## src/hdl/jmsp_pkg.sv

```systemverilog
// shared types, constants and marker classes for the jpeg marker stream probe
package jmsp_pkg;

   localparam int COUNT_BITS    = 20;
   localparam int SEARCH_WINDOW = 100;
   localparam int TEXT_LEN      = 28;
   localparam int POS_BITS      = 21;
   localparam int START_BITS    = $clog2(SEARCH_WINDOW + 1);
   localparam int SCORE_BITS    = 7;
   localparam int QUEUE_DEPTH   = 2;
   localparam int QPTR_BITS     = $clog2(QUEUE_DEPTH);
   localparam int QCNT_BITS     = $clog2(QUEUE_DEPTH + 1);

   localparam logic [SCORE_BITS-1:0] SCORE_RESET = 7'd50;

   localparam logic [7:0] BYTE_FF = 8'hFF;

   // CR LF "Content-Type: image/jpeg" CR LF
   localparam logic [7:0] CT_TEXT [TEXT_LEN] = '{
      8'h0D, 8'h0A, 8'h43, 8'h6F, 8'h6E, 8'h74, 8'h65, 8'h6E, 8'h74, 8'h2D,
      8'h54, 8'h79, 8'h70, 8'h65, 8'h3A, 8'h20, 8'h69, 8'h6D, 8'h61, 8'h67,
      8'h65, 8'h2F, 8'h6A, 8'h70, 8'h65, 8'h67, 8'h0D, 8'h0A
   };

   typedef enum logic [2:0] {
      MK_NONE,
      MK_SOI,
      MK_SOF,
      MK_SOS,
      MK_EOI,
      MK_RESERVED
   } marker_class_type;

   typedef struct packed {
      logic [7:0] data_byte;
      logic       last_byte;
   } req_type;

   typedef struct packed {
      logic [SCORE_BITS-1:0] probe_score;
      logic [COUNT_BITS-1:0] frame_total;
      logic [COUNT_BITS-1:0] invalid_total;
      logic                  header_text_found;
   } rsp_type;

   typedef struct packed {
      marker_class_type marker;
      logic             last_byte;
      logic             text_ok;
   } item_type;

endpackage

```

## src/hdl/jpeg_marker_stream_probe.sv

```systemverilog
// top level of the jpeg marker stream probe
// a last-byte transaction passes the queue and then the result register
// throughput: one byte per cycle while req_stall is low; the front end, the two-entry queue and the
// result register let each side stall without holding the other
// reset: synchronous, active high; clears sequence state, counters and queue,
// and sets the extension score register ext_ff to 50
module jpeg_marker_stream_probe (
   input  logic                            clock,
   input  logic                            reset,
   input  logic                            req_valid,
   output logic                            req_stall,
   input  jmsp_pkg::req_type               req_data,
   output logic                            rsp_valid,
   input  logic                            rsp_stall,
   output jmsp_pkg::rsp_type               rsp_data,
   input  logic                            csr_write_enable,
   input  logic [jmsp_pkg::SCORE_BITS-1:0] csr_write_data
);
   import jmsp_pkg::*;

   logic     push, pop, full, head_valid;
   item_type push_item, head_item;

   jmsp_front u_front (
      .clock      (clock),
      .reset      (reset),
      .req_valid  (req_valid),
      .req_stall  (req_stall),
      .req_data   (req_data),
      .queue_full (full),
      .push       (push),
      .push_item  (push_item)
   );

   jmsp_queue u_queue (
      .clock      (clock),
      .reset      (reset),
      .push       (push),
      .push_item  (push_item),
      .full       (full),
      .pop        (pop),
      .head_valid (head_valid),
      .head_item  (head_item)
   );

   jmsp_back u_back (
      .clock            (clock),
      .reset            (reset),
      .csr_write_enable (csr_write_enable),
      .csr_write_data   (csr_write_data),
      .head_valid       (head_valid),
      .head_item        (head_item),
      .pop              (pop),
      .rsp_valid        (rsp_valid),
      .rsp_stall        (rsp_stall),
      .rsp_data         (rsp_data)
   );

endmodule

```

## src/hdl/jmsp_front.sv

```systemverilog
// front end: byte position, marker detection and classification, header text search
module jmsp_front (
   input  logic              clock,
   input  logic              reset,
   input  logic              req_valid,
   output logic              req_stall,
   input  jmsp_pkg::req_type req_data,
   input  logic              queue_full,
   output logic              push,
   output jmsp_pkg::item_type push_item
);
   import jmsp_pkg::*;

   logic [POS_BITS-1:0]   pos_ff, pos_in;
   logic [7:0]            prev_ff, prev_in;
   logic [7:0]            win_ff [TEXT_LEN];
   logic                  seen_ff, seen_in;
   logic [START_BITS-1:0] start_ff, start_in;

   logic             accept;
   logic             is_marker;
   logic             text_hit;
   logic             in_range;
   marker_class_type mclass;
   logic [7:0]       b;

   assign b         = req_data.data_byte;
   assign req_stall = queue_full;
   assign accept    = req_valid && !queue_full;
   assign push      = accept;
   assign is_marker = (pos_ff != '0) && (prev_ff == BYTE_FF);

   always_comb begin
      mclass = MK_NONE;
      if (is_marker) begin
         priority if (b == 8'hD8) begin
            mclass = MK_SOI;
         end else if ((b >= 8'hC0 && b <= 8'hC3) || (b >= 8'hC5 && b <= 8'hC7)
                      || b == 8'hF7) begin
            mclass = MK_SOF;
         end else if (b == 8'hDA) begin
            mclass = MK_SOS;
         end else if (b == 8'hD9) begin
            mclass = MK_EOI;
         end else if ((b >= 8'h02 && b <= 8'hBF) || b == 8'hC8) begin
            mclass = MK_RESERVED;
         end else begin
            mclass = MK_NONE;
         end
      end
   end

   always_comb begin
      text_hit = (b == CT_TEXT[TEXT_LEN-1]);
      for (int i = 0; i < TEXT_LEN - 1; i++) begin
         if (win_ff[i+1] != CT_TEXT[i]) text_hit = 1'b0;
      end
   end

   assign in_range = (pos_ff >= POS_BITS'(TEXT_LEN - 1)) &&
                     (pos_ff < POS_BITS'(SEARCH_WINDOW + TEXT_LEN - 1));

   always_comb begin
      push_item.marker    = mclass;
      push_item.last_byte = req_data.last_byte;
      // a match on the current byte can never have two bytes after it
      push_item.text_ok   = seen_ff &&
                            (POS_BITS'(start_ff) + POS_BITS'(TEXT_LEN + 1) <= pos_ff);
   end

   always_comb begin
      pos_in   = pos_ff;
      prev_in  = prev_ff;
      seen_in  = seen_ff;
      start_in = start_ff;
      if (accept) begin
         if (req_data.last_byte) begin
            pos_in   = '0;
            prev_in  = '0;
            seen_in  = 1'b0;
            start_in = '0;
         end else begin
            prev_in = b;
            if (pos_ff != '1) pos_in = pos_ff + POS_BITS'(1);
            if (!seen_ff && in_range && text_hit) begin
               seen_in  = 1'b1;
               start_in = START_BITS'(pos_ff - POS_BITS'(TEXT_LEN - 1));
            end
         end
      end
   end

   always_ff @(posedge clock) begin
      if (reset) begin
         pos_ff   <= '0;
         prev_ff  <= '0;
         seen_ff  <= 1'b0;
         start_ff <= '0;
      end else begin
         pos_ff   <= pos_in;
         prev_ff  <= prev_in;
         seen_ff  <= seen_in;
         start_ff <= start_in;
      end
   end

   always_ff @(posedge clock) begin
      if (accept) begin
         for (int i = 0; i < TEXT_LEN - 1; i++) win_ff[i] <= win_ff[i+1];
         win_ff[TEXT_LEN-1] <= b;
      end
   end

endmodule

```

## src/hdl/jmsp_queue.sv

```systemverilog
// short queue of classified transactions between front and back end
module jmsp_queue (
   input  logic               clock,
   input  logic               reset,
   input  logic               push,
   input  jmsp_pkg::item_type push_item,
   output logic               full,
   input  logic               pop,
   output logic               head_valid,
   output jmsp_pkg::item_type head_item
);
   import jmsp_pkg::*;

   item_type             entry_ff [QUEUE_DEPTH];
   logic [QPTR_BITS-1:0] wr_ff, wr_in;
   logic [QPTR_BITS-1:0] rd_ff, rd_in;
   logic [QCNT_BITS-1:0] cnt_ff, cnt_in;

   assign full       = (cnt_ff == QCNT_BITS'(QUEUE_DEPTH));
   assign head_valid = (cnt_ff != '0);
   assign head_item  = entry_ff[rd_ff];

   always_comb begin
      wr_in  = wr_ff;
      rd_in  = rd_ff;
      cnt_in = cnt_ff;
      if (push) wr_in = (wr_ff == QPTR_BITS'(QUEUE_DEPTH - 1)) ? '0 : wr_ff + QPTR_BITS'(1);
      if (pop)  rd_in = (rd_ff == QPTR_BITS'(QUEUE_DEPTH - 1)) ? '0 : rd_ff + QPTR_BITS'(1);
      if (push && !pop) cnt_in = cnt_ff + QCNT_BITS'(1);
      else if (pop && !push) cnt_in = cnt_ff - QCNT_BITS'(1);
   end

   always_ff @(posedge clock) begin
      if (reset) begin
         wr_ff  <= '0;
         rd_ff  <= '0;
         cnt_ff <= '0;
      end else begin
         wr_ff  <= wr_in;
         rd_ff  <= rd_in;
         cnt_ff <= cnt_in;
      end
   end

   always_ff @(posedge clock) begin
      if (push) entry_ff[wr_ff] <= push_item;
   end

endmodule

```

## src/hdl/jmsp_back.sv

```systemverilog
// back end: marker sequence tracking, saturating counters, score and result register
module jmsp_back (
   input  logic                            clock,
   input  logic                            reset,
   input  logic                            csr_write_enable,
   input  logic [jmsp_pkg::SCORE_BITS-1:0] csr_write_data,
   input  logic                            head_valid,
   input  jmsp_pkg::item_type              head_item,
   output logic                            pop,
   output logic                            rsp_valid,
   input  logic                            rsp_stall,
   output jmsp_pkg::rsp_type               rsp_data
);
   import jmsp_pkg::*;

   typedef enum logic [2:0] {
      PH_NONE,
      PH_SOI,
      PH_SOF,
      PH_SOS,
      PH_EOI
   } phase_type;

   phase_type             phase_ff, phase_in;
   logic [COUNT_BITS-1:0] frames_ff, frames_in;
   logic [COUNT_BITS-1:0] inv_ff, inv_in;
   logic [SCORE_BITS-1:0] ext_ff;
   logic                  rsp_valid_ff;
   rsp_type               rsp_ff;

   logic                  bump_frame, bump_inv;
   logic [COUNT_BITS+1:0] inv_scaled;
   logic [SCORE_BITS-1:0] score;
   phase_type             phase_step;

   assign rsp_valid = rsp_valid_ff;
   assign rsp_data  = rsp_ff;
   assign pop = head_valid && (!head_item.last_byte || !rsp_valid_ff || !rsp_stall);

   always_comb begin
      phase_step = phase_ff;
      bump_frame = 1'b0;
      bump_inv   = 1'b0;
      unique case (head_item.marker)
         MK_SOI: phase_step = PH_SOI;
         MK_SOF: begin
            if (phase_ff == PH_SOI) phase_step = PH_SOF;
            else bump_inv = 1'b1;
         end
         MK_SOS: begin
            if (phase_ff == PH_SOF) phase_step = PH_SOS;
            else bump_inv = 1'b1;
         end
         MK_EOI: begin
            if (phase_ff == PH_SOS) begin
               phase_step = PH_EOI;
               bump_frame = 1'b1;
            end else begin
               bump_inv = 1'b1;
            end
         end
         MK_RESERVED: bump_inv = 1'b1;
         default: ;
      endcase
      frames_in = frames_ff;
      inv_in    = inv_ff;
      phase_in  = phase_step;
      if (bump_frame && frames_ff != '1) frames_in = frames_ff + COUNT_BITS'(1);
      if (bump_inv && inv_ff != '1) inv_in = inv_ff + COUNT_BITS'(1);
   end

   assign inv_scaled = {inv_in, 2'b00} + (COUNT_BITS+2)'(1);

   always_comb begin
      score = '0;
      if (inv_scaled < (COUNT_BITS+2)'(frames_in)) begin
         if (head_item.text_ok) score = ext_ff;
         else if (inv_in == '0 && frames_in > COUNT_BITS'(2)) score = ext_ff >> 1;
         else score = ext_ff >> 2;
      end else if (inv_in == '0 && frames_in != '0) begin
         score = ext_ff >> 2;
      end
   end

   always_ff @(posedge clock) begin
      if (reset) begin
         phase_ff     <= PH_NONE;
         frames_ff    <= '0;
         inv_ff       <= '0;
         ext_ff       <= SCORE_RESET;
         rsp_valid_ff <= 1'b0;
      end else begin
         if (csr_write_enable) ext_ff <= csr_write_data;
         if (pop) begin
            if (head_item.last_byte) begin
               phase_ff  <= PH_NONE;
               frames_ff <= '0;
               inv_ff    <= '0;
            end else begin
               phase_ff  <= phase_in;
               frames_ff <= frames_in;
               inv_ff    <= inv_in;
            end
         end
         if (pop && head_item.last_byte) rsp_valid_ff <= 1'b1;
         else if (!rsp_stall) rsp_valid_ff <= 1'b0;
      end
   end

   always_ff @(posedge clock) begin
      if (pop && head_item.last_byte) begin
         rsp_ff.probe_score       <= score;
         rsp_ff.frame_total       <= frames_in;
         rsp_ff.invalid_total     <= inv_in;
         rsp_ff.header_text_found <= head_item.text_ok;
      end
   end

endmodule
```

## config.mk

```make
export PLATFORM = sky130hd
export DESIGN_NAME = jpeg_marker_stream_probe
export DESIGN_NICKNAME = d
export VERILOG_FILES = /design/src/hdl/jmsp_pkg.sv /design/src/hdl/jpeg_marker_stream_probe.sv /design/src/hdl/jmsp_front.sv /design/src/hdl/jmsp_queue.sv /design/src/hdl/jmsp_back.sv
export SDC_FILE = /design/constraint.sdc
export NUM_CORES = 1
export LEC_CHECK = 0
export ABC_AREA = 1
export BUFFER_PORTS_ARGS = -buffer_cell sky130_fd_sc_hd__clkbuf_2
export CORE_MARGIN = 2
export CORE_UTILIZATION = 40
export DETAILED_ROUTE_END_ITERATION = 8
export PLACE_DENSITY = 0.58
export SETUP_SLACK_MARGIN = 0.02
export SYNTH_ARGS = -nofsm -noshare
export SYNTH_HDL_FRONTEND = slang
export SYNTH_SLANG_ARGS = --single-unit
```

## constraint.sdc

```tcl
create_clock -name clock -period 18.3 [get_ports clock]
set_clock_uncertainty 0.15 [all_clocks]
set_input_delay 3.66 -clock clock [delete_from_list [all_inputs] [get_ports clock]]
set_output_delay 3.66 -clock clock [all_outputs]
set_load 0.03 [all_outputs]
```

---- Word-level counts from Yosys, hierarchy flattened ----
Memory sizes are Yosys's and may differ from the RTL's. A register that Yosys moved wholly into a read port is not among the register bits.
Index checks and enable logic that the tools add are counted.
word-level totals
  logic and storage cells ................. 198
  memories kept ........................... 2
  RAM bits ................................ 234
  flip-flop bits (word level) ............. 140
  output and inout bits ................... 50
memory list
  name              words  width  rd ports  clocked after memory_dff  wr ports  RTL line          text
  u_front.win_ff    28     8      27        0                         28        jmsp_front.sv:16  logic [7:0] win_ff [TEXT_LEN];
  u_queue.entry_ff  2      5      1         1                         1         jmsp_queue.sv:14  item_type entry_ff [QUEUE_DEPTH];
operators by class
  add/subtract/negate cells ............... 10
  reduce and logical (&&, ||, !) cells .... 40
  muxes and demuxes ....................... 69
  equal/unequal tests ..................... 50
  magnitude comparators ................... 11
operators by type and width
  cell                                                         count
  inequality test 8 x 7 -> 1 bit, second input constant        20
  2-to-1 mux 20 bit                                            4
  equality test 8 bit, second input constant                   6
  2-to-1 mux 1 bit                                             42
  2-to-1 mux 21 bit                                            2
  adder 20 x 1 -> 20 bit, second input constant                2
  inequality test 20 bit, second input constant                2
  inequality test 8 x 6 -> 1 bit, second input constant        4
  2-to-1 mux 3 bit                                             10
  2-to-1 mux 7 bit                                             4
  <= comparator 8 bit, second input constant                   3
  inequality test 8 x 4 -> 1 bit, second input constant        3
  adder 22 x 1 -> 22 bit, second input constant                1
  less-than comparator 22 x 20 -> 1 bit                        1
  adder 21 x 1 -> 21 bit, second input constant                1
  >= comparator 21 x 5 -> 1 bit, second input constant         1
  <= comparator 8 x 21 -> 1 bit                                1
  less-than comparator 21 x 7 -> 1 bit, second input constant  1
  inequality test 21 bit, second input constant                1
  nonzero test 21 bit                                          1
  > comparator 20 x 2 -> 1 bit, second input constant          1
  logical NOT 20 bit                                           1
  nonzero test 20 bit                                          1
  logical AND 1 bit                                            17
  other kinds (26)                                             50

---- Depth between registers and ports, before layout ----
Gate-level depths: netlist of run 1.
An unclocked memory read counts as a cell.
  word-level depth ........................ 32
  gate-level depth with buffers ........... 28

---- By module ----
From an unflattened synthesis of run 1, not the netlist that was laid out.
second synthesis, totals
  cell total of the unflattened synthesis .. 1828
  area, all modules ....................... 16950.0 um^2
modules (own cells, without submodules)
  module      area each (um^2)  cells an instance  times used  sequential area each (um^2)
  jmsp_front  10318.6           933                1           7226.9
  jmsp_back   6045.8            847                1           2462.4
  jmsp_queue  585.6             48                 1           400.4

---- Least setup slack after synthesis of run 1 ----
Ideal clock, no wire load.
  path type ............................... input to register
  start point ............................. input port req_valid
  end point ............................... register u_queue.cnt_ff[1]
  arrival time ............................ 11.313 ns
  required time ........................... 18.028 ns
  setup slack ............................. 6.715 ns
  buffers on the path ..................... 1
  stages on the path ...................... 8
  path through ............................ nand2_1 inv_1 clkbuf_1 ha_1 a21oi_1 o21ai_0 o21ai_0 a21oi_1
on the way
  word-level cells in the longest chain between the ends .. 4
  elaborated cells on any way between the ends .. 6
RTL lines
  what                                 RTL line                        text
  start, declared                      jpeg_marker_stream_probe.sv:10  input logic req_valid,
  logical AND 1 bit (*)                jmsp_front.sv:29                assign accept = req_valid && !queue_full;
  named net push                       jpeg_marker_stream_probe.sv:21  logic push, pop, full, head_valid;
  logical NOT 1 bit                    jmsp_queue.sv:30                else if (pop && !push) cnt_in = cnt_ff - QCNT_BITS'(1);
  logical AND 1 bit                    jmsp_queue.sv:30
  nonzero test 2 bit (no source line)  -
  end signal, assigned                 jmsp_queue.sv:41                cnt_ff <= cnt_in;
  end, declared                        jmsp_queue.sv:17                logic [QCNT_BITS-1:0] cnt_ff, cnt_in;
The timed path passes the listed nets; every way through them passes the cells marked *.
A chain may end at the register's enable or synchronous reset.

==> impl.org, run 1 <==
** Outcome
- Run status :: finished, final reports clean

** STA
- Crit path time final :: 5.54 ns
- Setup slack closes at 12.76 ns.
- Setup repair after global routing left no endpoint under its margin.
- The worst path uses 30.3% of the clock period.
- Slew HR :: 23.9%
- Static timing analysis puts the maximum clock frequency at 0.181 GHz.
- Pins Over Slew Limit :: 0
- Number of hold-slack violations in the final timing report :: 0
- Sum of negative setup slack :: 0 ns
- The tightest hold path in the finished design has a slack of 0.287 ns.
- Slew of the pin with the lowest slew margin :: 1.14 ns
- Final setup violating endpoints :: 0

** Synth
- Commonest register cell after synthesis :: sky130_fd_sc_hd__edfxtp_1
- Number of nets produced by synthesis :: 1693
- Counting flops with a built-in enable in the synthesized netlist gives 274.
- Synthesis inferred 367 register bits.
- After synthesis the cells add up to 0.0162 sq mm.
- Synthesis handed over a netlist of 1640 instances.
- Counting distinct cell types in the post-synthesis netlist gives 52.
- Register area share after synthesis :: 62.4%
- Synthesized area per cell :: 9.87 sq um
- Proportion of synthesized flip-flops having asynchronous set or reset :: 0%
- For this run, the number of Yosys warnings is 0.

** Layout
- In the final layout, the share of cells above drive strength 1 is 10.5%.
- Number of non-filler instances in the completed layout :: 2280
- Antenna fix cells :: 0
- Final #Nets :: 1778
- Compared with the post-synthesis result, the final layout area differs by 13.2%.

** Worst setup path
- The number of cells on the worst reg-to-reg path is 20.
- Critical path startpoint category :: input port
- The startpoint identified for the worst register-to-register timing path is u_back.frames_ff[0].
- Along the worst path, the maximum fanout reaches 56.
- Critical path launch point :: reset
- Kind of cell adding the most delay to the critical path :: buffers and inverters
- In this design, the stage delay of the slowest critical-path cell is 0.52 ns.
- Cell count along the critical path :: 7
- The critical path contains buffers and inverters numbering 4 combined.
- For the worst setup path, the data required time is 18.58 ns.
- Across all register-to-register paths, the minimum setup slack is 13.11 ns.
- Critical-path cell with the highest stage delay :: sky130_fd_sc_hd__buf_4
- STA classifies the critical path endpoint as a register.
- Crit path kind :: in2reg
- Data on the critical path arrives at its endpoint at 5.81 ns.
- Most used cell, CP :: sky130_fd_sc_hd__inv_1
- In this run the worst setup path terminates at u_front.pos_ff[16].
- The worst register-to-register path ends at u_back.rsp_data[43].
- The critical path goes through clkbuf_2 -> buf_4 -> inv_1 -> nand2_1 -> inv_1 -> o21ai_0 -> a2bb2oi_1.

** CTS
- Clock Latency Late Sink :: 0.56 ns
- Number of buffers created by CTS :: 40
- Number of hold-repair buffers added at the cts stage :: 0
- H-Tree Depth :: 2
- Post-cts repair resize count :: 0
- Number of clock sinks :: 367
- TritonCTS built the clock tree.
- Maximum root-to-sink buffer count :: 3
- After clock tree synthesis, the clock-pin slew on the worst setup and hold paths is 0.06 ns.
- Post-CTS setup buffer count :: 0
- Clock root cell :: sky130_fd_sc_hd__clkbuf_16

** GRT
- First-pass GRT wire length :: 56.0 mm
- The number of antenna violations at the first check in global routing came to 0.
- For this run the aggregate overflow at the end of global routing stands at 0.
- Global routing used 16.7% of the available tracks across all layers.
- Entering global routing, the biggest net connects 97 pins.
- Via count of the first global-routing pass :: 11000

** Routing
- Summing over every cut layer, the via total after detailed routing is 11400.
- Detail-routed net length per standard cell :: 15.0 um
- First-pass iteration count of the detailed router :: 5
- Using the TritonRoute via totals, the vias-per-cell ratio works out to 5.00.
- The first routing iteration left 674 violations.
- For this run, design rule violations remaining after detail routing come to 0.
- The detail route stage leaves a number of antenna-violating nets equal to 0.
- Wires add up to 34.2 mm.

** Floorplanning
- Starting density of the core :: 40.6%
- Measured along the x axis, the die boundary spans 205 um.
- Vert. Die Dim :: 205 um
- In this run the count of I/O pins placed on the die edge is 71.
- The core region is 0.0398 sq mm.
- Area of the die :: 0.0421 sq mm
- Std cell rows :: 73

** Place
- Detailed placement finished with a half-perimeter wire length of 23.6 mm.
- At the end of routability-driven placement, the weighted congestion stood at 0.885.
- Pre-CTS setup slack :: 12.16 ns
- Buffers on Ports :: 70
- After detailed placement, the design holds a cell count of 2208.

** Power and ir drop
- Pwr/cell area :: 152 mW/mm^2
- Total power for the finished layout comes to 2780 uW.
- Worst voltage drop across the vdd grid :: 71.5 uV
- For this design the static power due to leakage is 0.00730 uW.

** Worst hold path
- In this run the worst hold path is classified as reg2reg.

** Job
- Across the run, the number of max-cap violations was 0.
## through the flow
step	area, sq um	utilization, %
after floorplan	16200	-
after CTS	18300	46.0
after detailed placement	17100	42.9
after global placement	17100	42.9
after global routing	18300	46.0
final	18300	46.0
## flip-flops by register name (all words and copies together), names as in the netlist, 2 cells and up, named ones only
signal,flops
u_front.win_ff,216
u_back.rsp_data,48
u_front.pos_ff,21
u_back.frames_ff,20
u_back.inv_ff,20
u_queue.entry_ff,10
u_front.prev_ff,8
u_back.ext_ff,7
u_front.start_ff,7
u_back.phase_ff,3
u_queue.cnt_ff,2
## power breakdown
part | leakage, uW | internal [uW] | switching (uW)
logic | 0.00329 | 211 | 547
registers | 0.00340 | 1160 | 94.6
clock network | 0.000612 | 445 | 325
total | 0.00730 | 1820 | 966
## kinds of logic (layout without fill, tap and decap cells)
logic type | after synthesis | after routing | share of synthesized area (%)
buffers and inverters | 282 | 397 | 6.90
XOR/XNOR | 28 | 28 | 1.52
flip-flops | 367 | 367 | 62.4
AND/OR/NAND/NOR | 772 | 772 | 21.1
adder cells (fa/ha/maj) | 32 | 32 | 2.47
AO/OA/AOI/OAI | 159 | 159 | 5.63
## metal layers
metal / part of all wire (%) / routed length, um / track usage (%) / up-vias
li1: - / - / - / 5678
met1: 47 / 16100 / 23.2 / 5377
met2: 45 / 15300 / 26.2 / 274
met3: 5.6 / 1920 / 3.45 / 64
met4: 2.5 / 863 / 5.24 / 0
met5: 0 / 0 / 0 / -
## cells in the mapped netlist, types with 24 or more instances
cell type	n	area, sq um
sky130_fd_sc_hd__nand2_1	408	1530
sky130_fd_sc_hd__edfxtp_1	274	8230
sky130_fd_sc_hd__inv_1	240	901
sky130_fd_sc_hd__nor2_1	140	526
sky130_fd_sc_hd__dfxtp_1	93	1860
sky130_fd_sc_hd__a21oi_1	86	430
sky130_fd_sc_hd__nand4_1	73	457
sky130_fd_sc_hd__nand3_1	61	305
sky130_fd_sc_hd__ha_1	32	400
sky130_fd_sc_hd__o21ai_0	30	150
sky130_fd_sc_hd__nor3_1	25	125
sky130_fd_sc_hd__xor2_1	24	210
## worst reg2reg max path: cells and delay by family, from the launching register on
| kind | cells | cell delay, ns |
|---|---|---|
| AOI/OAI and AO/OA | 3 | 0.47 |
| and+or+nand+nor | 14 | 2.90 |
| buffers and inverters | 1 | 0.09 |
| DFF | 1 | 0.58 |
| adders and majority gates | 2 | 0.73 |
## layout make-up
type | count | area [sq um]
clock buffer | 51 | 1070
sequential | 367 | 10100
fill | 3764 | 21500
clock inverter | 21 | 171
inverter | 249 | 950
multi-input combinational | 991 | 4980
timing repair buffer | 76 | 395
tap | 525 | 657
## worst min path at each step
stage / slack [ns] / cells after the start / from / end
3_3_place_gp: 0.27 / 0 / u_front.win_ff[1][27] / u_front.win_ff[1][19]
3_5_place_dp: 0.28 / 0 / u_front.win_ff[0][22] / u_front.win_ff[0][14]
6_report: 0.29 / 0 / u_front.win_ff[0][27] / u_front.win_ff[0][19]
5_1_grt: 0.30 / 0 / u_front.win_ff[0][27] / u_front.win_ff[0][19]
2_1_floorplan: 0.27 / 0 / u_front.win_ff[1][7] / u_front.win_ff[0][127]
4_1_cts: 0.27 / 0 / u_front.win_ff[0][27] / u_front.win_ff[0][19]
## placed cells by master (no fill, tap or decap), types with 2 or more instances in the layout
| cell | Yosys | final |
|---|---|---|
| sky130_fd_sc_hd__a21oi_1 | 86 | 86 |
| sky130_fd_sc_hd__clkinv_1 | 1 | 9 |
| sky130_fd_sc_hd__inv_1 | 240 | 238 |
| sky130_fd_sc_hd__a211oi_1 | 15 | 15 |
| sky130_fd_sc_hd__dfxtp_1 | 93 | 93 |
| sky130_fd_sc_hd__o21a_1 | 6 | 6 |
| sky130_fd_sc_hd__nor3_1 | 25 | 25 |
| sky130_fd_sc_hd__nand3b_1 | 10 | 10 |
| sky130_fd_sc_hd__nor4_1 | 17 | 17 |
| sky130_fd_sc_hd__inv_6 | 1 | 3 |
| sky130_fd_sc_hd__inv_2 | 6 | 7 |
| sky130_fd_sc_hd__nor2_4 | 4 | 4 |
| sky130_fd_sc_hd__nand2_1 | 408 | 408 |
| sky130_fd_sc_hd__nand3_2 | 3 | 3 |
| sky130_fd_sc_hd__ha_1 | 32 | 32 |
| sky130_fd_sc_hd__bufinv_16 | 0 | 2 |
| sky130_fd_sc_hd__clkbuf_1 | 21 | 9 |
| sky130_fd_sc_hd__clkinv_4 | 0 | 2 |
| sky130_fd_sc_hd__nor2_2 | 8 | 9 |
| sky130_fd_sc_hd__o31ai_1 | 2 | 2 |
| sky130_fd_sc_hd__edfxtp_1 | 274 | 274 |
| sky130_fd_sc_hd__o21ai_1 | 5 | 4 |
| sky130_fd_sc_hd__xor2_1 | 24 | 24 |
| sky130_fd_sc_hd__xnor2_1 | 4 | 4 |
| sky130_fd_sc_hd__nand4_1 | 73 | 73 |
| sky130_fd_sc_hd__nand2_4 | 2 | 2 |
| sky130_fd_sc_hd__nor2_1 | 140 | 139 |
| sky130_fd_sc_hd__o21ai_2 | 1 | 2 |
| sky130_fd_sc_hd__clkbuf_16 | 0 | 41 |
| sky130_fd_sc_hd__a21oi_2 | 6 | 6 |
| sky130_fd_sc_hd__o21ai_0 | 30 | 30 |
| sky130_fd_sc_hd__nand2_2 | 12 | 12 |
| sky130_fd_sc_hd__buf_4 | 3 | 6 |
| sky130_fd_sc_hd__nand3_1 | 61 | 61 |
| sky130_fd_sc_hd__clkinv_2 | 0 | 6 |
| sky130_fd_sc_hd__clkbuf_2 | 0 | 70 |
| sky130_fd_sc_hd__or2_2 | 2 | 2 |
Note: power is estimated with default switching activity, not from simulation.
==> run 2: changes to the inputs <==
--- a/config.mk
+++ b/config.mk
@@ -10,7 +10,7 @@
 export CORE_MARGIN = 2
 export CORE_UTILIZATION = 40
 export DETAILED_ROUTE_END_ITERATION = 8
-export PLACE_DENSITY = 0.58
+export PLACE_DENSITY = 0.6
 export SETUP_SLACK_MARGIN = 0.02
 export SYNTH_ARGS = -nofsm -noshare
 export SYNTH_HDL_FRONTEND = slang
==> constraint.sdc (replaced) <==
create_clock -name clock -period 4.55 [get_ports clock]
set_clock_uncertainty 0.15 [all_clocks]
set_input_delay 0.91 -clock clock [delete_from_list [all_inputs] [get_ports clock]]
set_output_delay 0.91 -clock clock [all_outputs]
set_load 0.03 [all_outputs]
==> run 2 against run 1 <==
Against the previous run: die area did not move; wire length increased by 2.2%; core utilization is 0.46 points higher; hold slack worse by 0.0033 ns; critical endpoint is now u_back.rsp_data[42].
==> impl.org, run 2 (synthesis results as in run 1) <==
** Floorplanning
- Std cell rows :: 73 (unchanged)
- Placeable core region :: 0.0398 sq mm (unchanged)
- I/O pin count :: 71 (unchanged)
- Chip width :: 205 um (unchanged)
- The area enclosed by the die boundary came to 0.0421 sq mm (unchanged).
- The starting utilization of the core area came to 40.6% (unchanged).
- Vert. Die Dim :: 205 um (unchanged)

** CTS
- TritonCTS built the clock tree.
- Post-CTS setup buffer count :: 0 (unchanged)
- Clock-pin slew on the worst setup and hold paths :: 0.06 ns (about the same)
- Number of buffers created by CTS :: 40 (unchanged)
- Maximum root-to-sink buffer count :: 3 (unchanged)
- Clock root cell :: sky130_fd_sc_hd__clkbuf_16
- The quantity of hold-fixing buffers added after cts was 0 (unchanged).
- The post-CTS resize count was 0 (unchanged).
- The clock insertion delay at the later pin of the skew report came to 0.59 ns (+0.03 ns).
- H-Tree Depth :: 2 (unchanged)
- Number of clock sinks :: 367 (unchanged)

** Outcome
- Run status :: finished, final reports clean

** Layout
- The utilization after layout came to 46.5% (+0.46 points).
- Antenna fix cells :: 0 (unchanged)
- Final-layout fill cell count :: 3762 (-0.053%)
- Commonest cells after routing, fill and taps aside :: 408 x sky130_fd_sc_hd__nand2_1, 274 x sky130_fd_sc_hd__edfxtp_1, 238 x sky130_fd_sc_hd__inv_1, 139 x sky130_fd_sc_hd__nor2_1, 93 x sky130_fd_sc_hd__dfxtp_1
- Largest reg by FF count :: u_front.win_ff
- Synth-to-layout area growth :: 14.3%
- Ratio of cells with drive above 1 in the final layout :: 11.2% (+0.74 points)
- The post-layout instance count excluding filler cells came to 2289 (+0.39%).
- Final #Nets :: 1785 (+0.39%)
- Flip-flop count of the largest register, all copies and words added :: 216 (unchanged)
- The total area of sequential cells is 0.0101 sq mm (unchanged).
- Leaving out fill and tap cells, the most frequent cell in the layout is sky130_fd_sc_hd__nand2_1.
- Multi-input gate area in the final layout :: 0.00498 sq mm (unchanged)

** Routing
- Vias post-DR :: 11400 (-0.34%)
- The wire length reported by the detailed router came to 34.9 mm (+2.2%).
- First-pass iteration count of the detailed router :: 5 (unchanged)
- The sum of met2 wire segment lengths after detailed routing is 15.8 mm (+3.1%).
- Detail-routed net length per standard cell :: 15.3 um (+1.8%)
- The iteration-0 DRC count of the detailed router is 725 (+7.6%).
- Avg Vias per Cell :: 4.96 (-0.73%)
- The sum of met3 wire segment lengths after detailed routing is 1.82 mm (-5.4%).
- Highest Signal Layer :: met4
- Number of nets with antenna violations after routing :: 0 (unchanged)
- Met1 routed wirelength after detailed routing :: 16.7 mm (+3.7%)
- The final routed DRC violation total came to 0 (unchanged).

** GRT
- First-pass GRT wire length :: 56.0 mm (about the same)
- The largest net degree at the start of global routing was 174 (+79%).
- Global-route congestion overflow total :: 0 (unchanged)
- The number of antenna violations at the first check in global routing came to 0 (unchanged).
- Overall Global Routing Usage :: 16.9% (+0.22 points)
- The via count of the first global-routing pass was 10900 (-1.1%).

** Job
- The number of max-cap violations is 0 (unchanged).

** STA
- Highest clock rate :: 0.244 GHz
- Number of hold-slack violations in the final timing report :: 0 (unchanged)
- The clock period could shrink to 4.10 ns.
- Final worst path period share :: 90.2%
- Slew HR :: 40.5% (+17 points)
- Final setup violating endpoints :: 0 (unchanged)
- Pins Over Slew Limit :: 0 (unchanged)
- The final-layout setup total negative slack was 0 ns (unchanged).
- Slew of the pin with the lowest slew margin :: 0.893 ns (-0.248 ns)
- Setup repair after global routing left no endpoint under its margin.

** Power and ir drop
- The static leakage is 0.00738 uW (+1.2%).
- The maximum vdd drop was 351 uV (+390%).
- Pwr/cell area :: 619 mW/mm^2 (+310%)

** Worst setup path
- Critical path launch point :: u_back.frames_ff[1]
- The worst stage delay on the critical path is 0.44 ns (-0.08 ns).
- Ordered cell list for the critical path :: ha_1 -> nand3_2 -> nor2_2 -> nand3_1 -> nand2_1 -> inv_1 -> nand2_1 -> nand2_1 -> ha_1 -> nand4_1 -> o221a_2 -> nand2_1 -> nand2_1 -> nand2_1 -> nand2_1 -> nand2_1 -> nand2_1 -> inv_1 -> a21oi_2
- Element type at the critical path end :: register
- On the critical path the largest part of the delay comes from simple AND/OR/NAND/NOR gates.
- The maximum fanout count along the critical path was 12 (-79%).
- Critical path startpoint category :: register
- Worst path buffer plus inverter count :: 2 (-2)
- The critical path in this run is classified as reg2reg.
- Most used cell, CP :: sky130_fd_sc_hd__nand2_1
- The signal arrival time at the worst endpoint is 4.27 ns (-1.54 ns).
- Critical-path cell with the highest stage delay :: sky130_fd_sc_hd__nand2_1
- The data required time at the worst endpoint came to 4.72 ns (-13.86 ns).
- In this run the critical register-to-register path is launched from u_back.frames_ff[1].

** Place
- The number of cells in the design after placement is 2215 (+0.32%).
- GP Congestion :: 0.926 (+4.7%)
- DP Wirelength :: 24.8 mm (+5.0%)
- The number of buffers added on ports was 70 (unchanged).

** Worst hold path
- Hold Path Class :: reg2reg
- The startpoint identified for the worst hold timing path is u_front.win_ff[1][79].
## run 2: changes by cell type in the layout (fill, tap and decap cells not counted), sizes merged
cell	delta
buf	+7
bufinv	+2
clkinv	-7
clkbuf	+3
inv	+2
clkinvlp	+2
## run 2: power breakdown
group	total (uW)	switching [uW]	internal [uW]
sequential	5060	388	4670
clock	3310	1380	1940
combinational	3070	2210	867
total	11400	3970	7470
## run 2: worst reg2reg max path, stage by stage (launching register included)
cell and delay (ns):
sky130_fd_sc_hd__dfxtp_1 0.37, sky130_fd_sc_hd__ha_1 0.33, sky130_fd_sc_hd__nand3_2 0.18, sky130_fd_sc_hd__nor2_2 0.18, sky130_fd_sc_hd__nand3_1 0.12, sky130_fd_sc_hd__nand2_1 0.39
sky130_fd_sc_hd__inv_1 0.26, sky130_fd_sc_hd__nand2_1 0.11, sky130_fd_sc_hd__nand2_1 0.11, sky130_fd_sc_hd__ha_1 0.32, sky130_fd_sc_hd__nand4_1 0.14, sky130_fd_sc_hd__o221a_2 0.28
sky130_fd_sc_hd__nand2_1 0.06, sky130_fd_sc_hd__nand2_1 0.05, sky130_fd_sc_hd__nand2_1 0.06, sky130_fd_sc_hd__nand2_1 0.05, sky130_fd_sc_hd__nand2_1 0.44, sky130_fd_sc_hd__nand2_1 0.14
sky130_fd_sc_hd__inv_1 0.09, sky130_fd_sc_hd__a21oi_2 0.03
## run 2: per-stage QoR
step                hold slack (ns)  cell area, sq um  power, uW  setup slack [ns]
floorplan                     0.267             16200       7330             0.673
global placement              0.273             17100       8120             0.680
detailed placement            0.277             17100       8220             0.497
CTS                           0.279             18500      11600             0.478
global route                  0.302             18500      12100             0.142
finish                        0.284             18500      11400             0.447
## run 2: final cells by class
type	count	area share, %
Multi-Input combinational cell	991	26.9
Sequential cell	367	54.5
Clock inverter	20	1.51
Timing Repair Buffer	83	2.49
Tap cell	525	3.55
Inverter	249	5.13
Clock buffer	54	5.86
## run 2: routing by layer
layer	vias to the layer above	track usage [%]
li1	5686	-
met1	5381	23.9
met2	245	26.1
met3	42	3.72
met4	0	4.80
met5	-	0
## run 2: final timing paths
kind	endpoint	slack, ns	depth (start not counted)
worst max register to register	u_back.rsp_data[42]	0.45	19
worst min-delay path	u_front.win_ff[1][71]	0.28	0
worst max-delay path	u_back.rsp_data[42]	0.45	19
worst min register to register	u_front.win_ff[1][71]	0.28	0
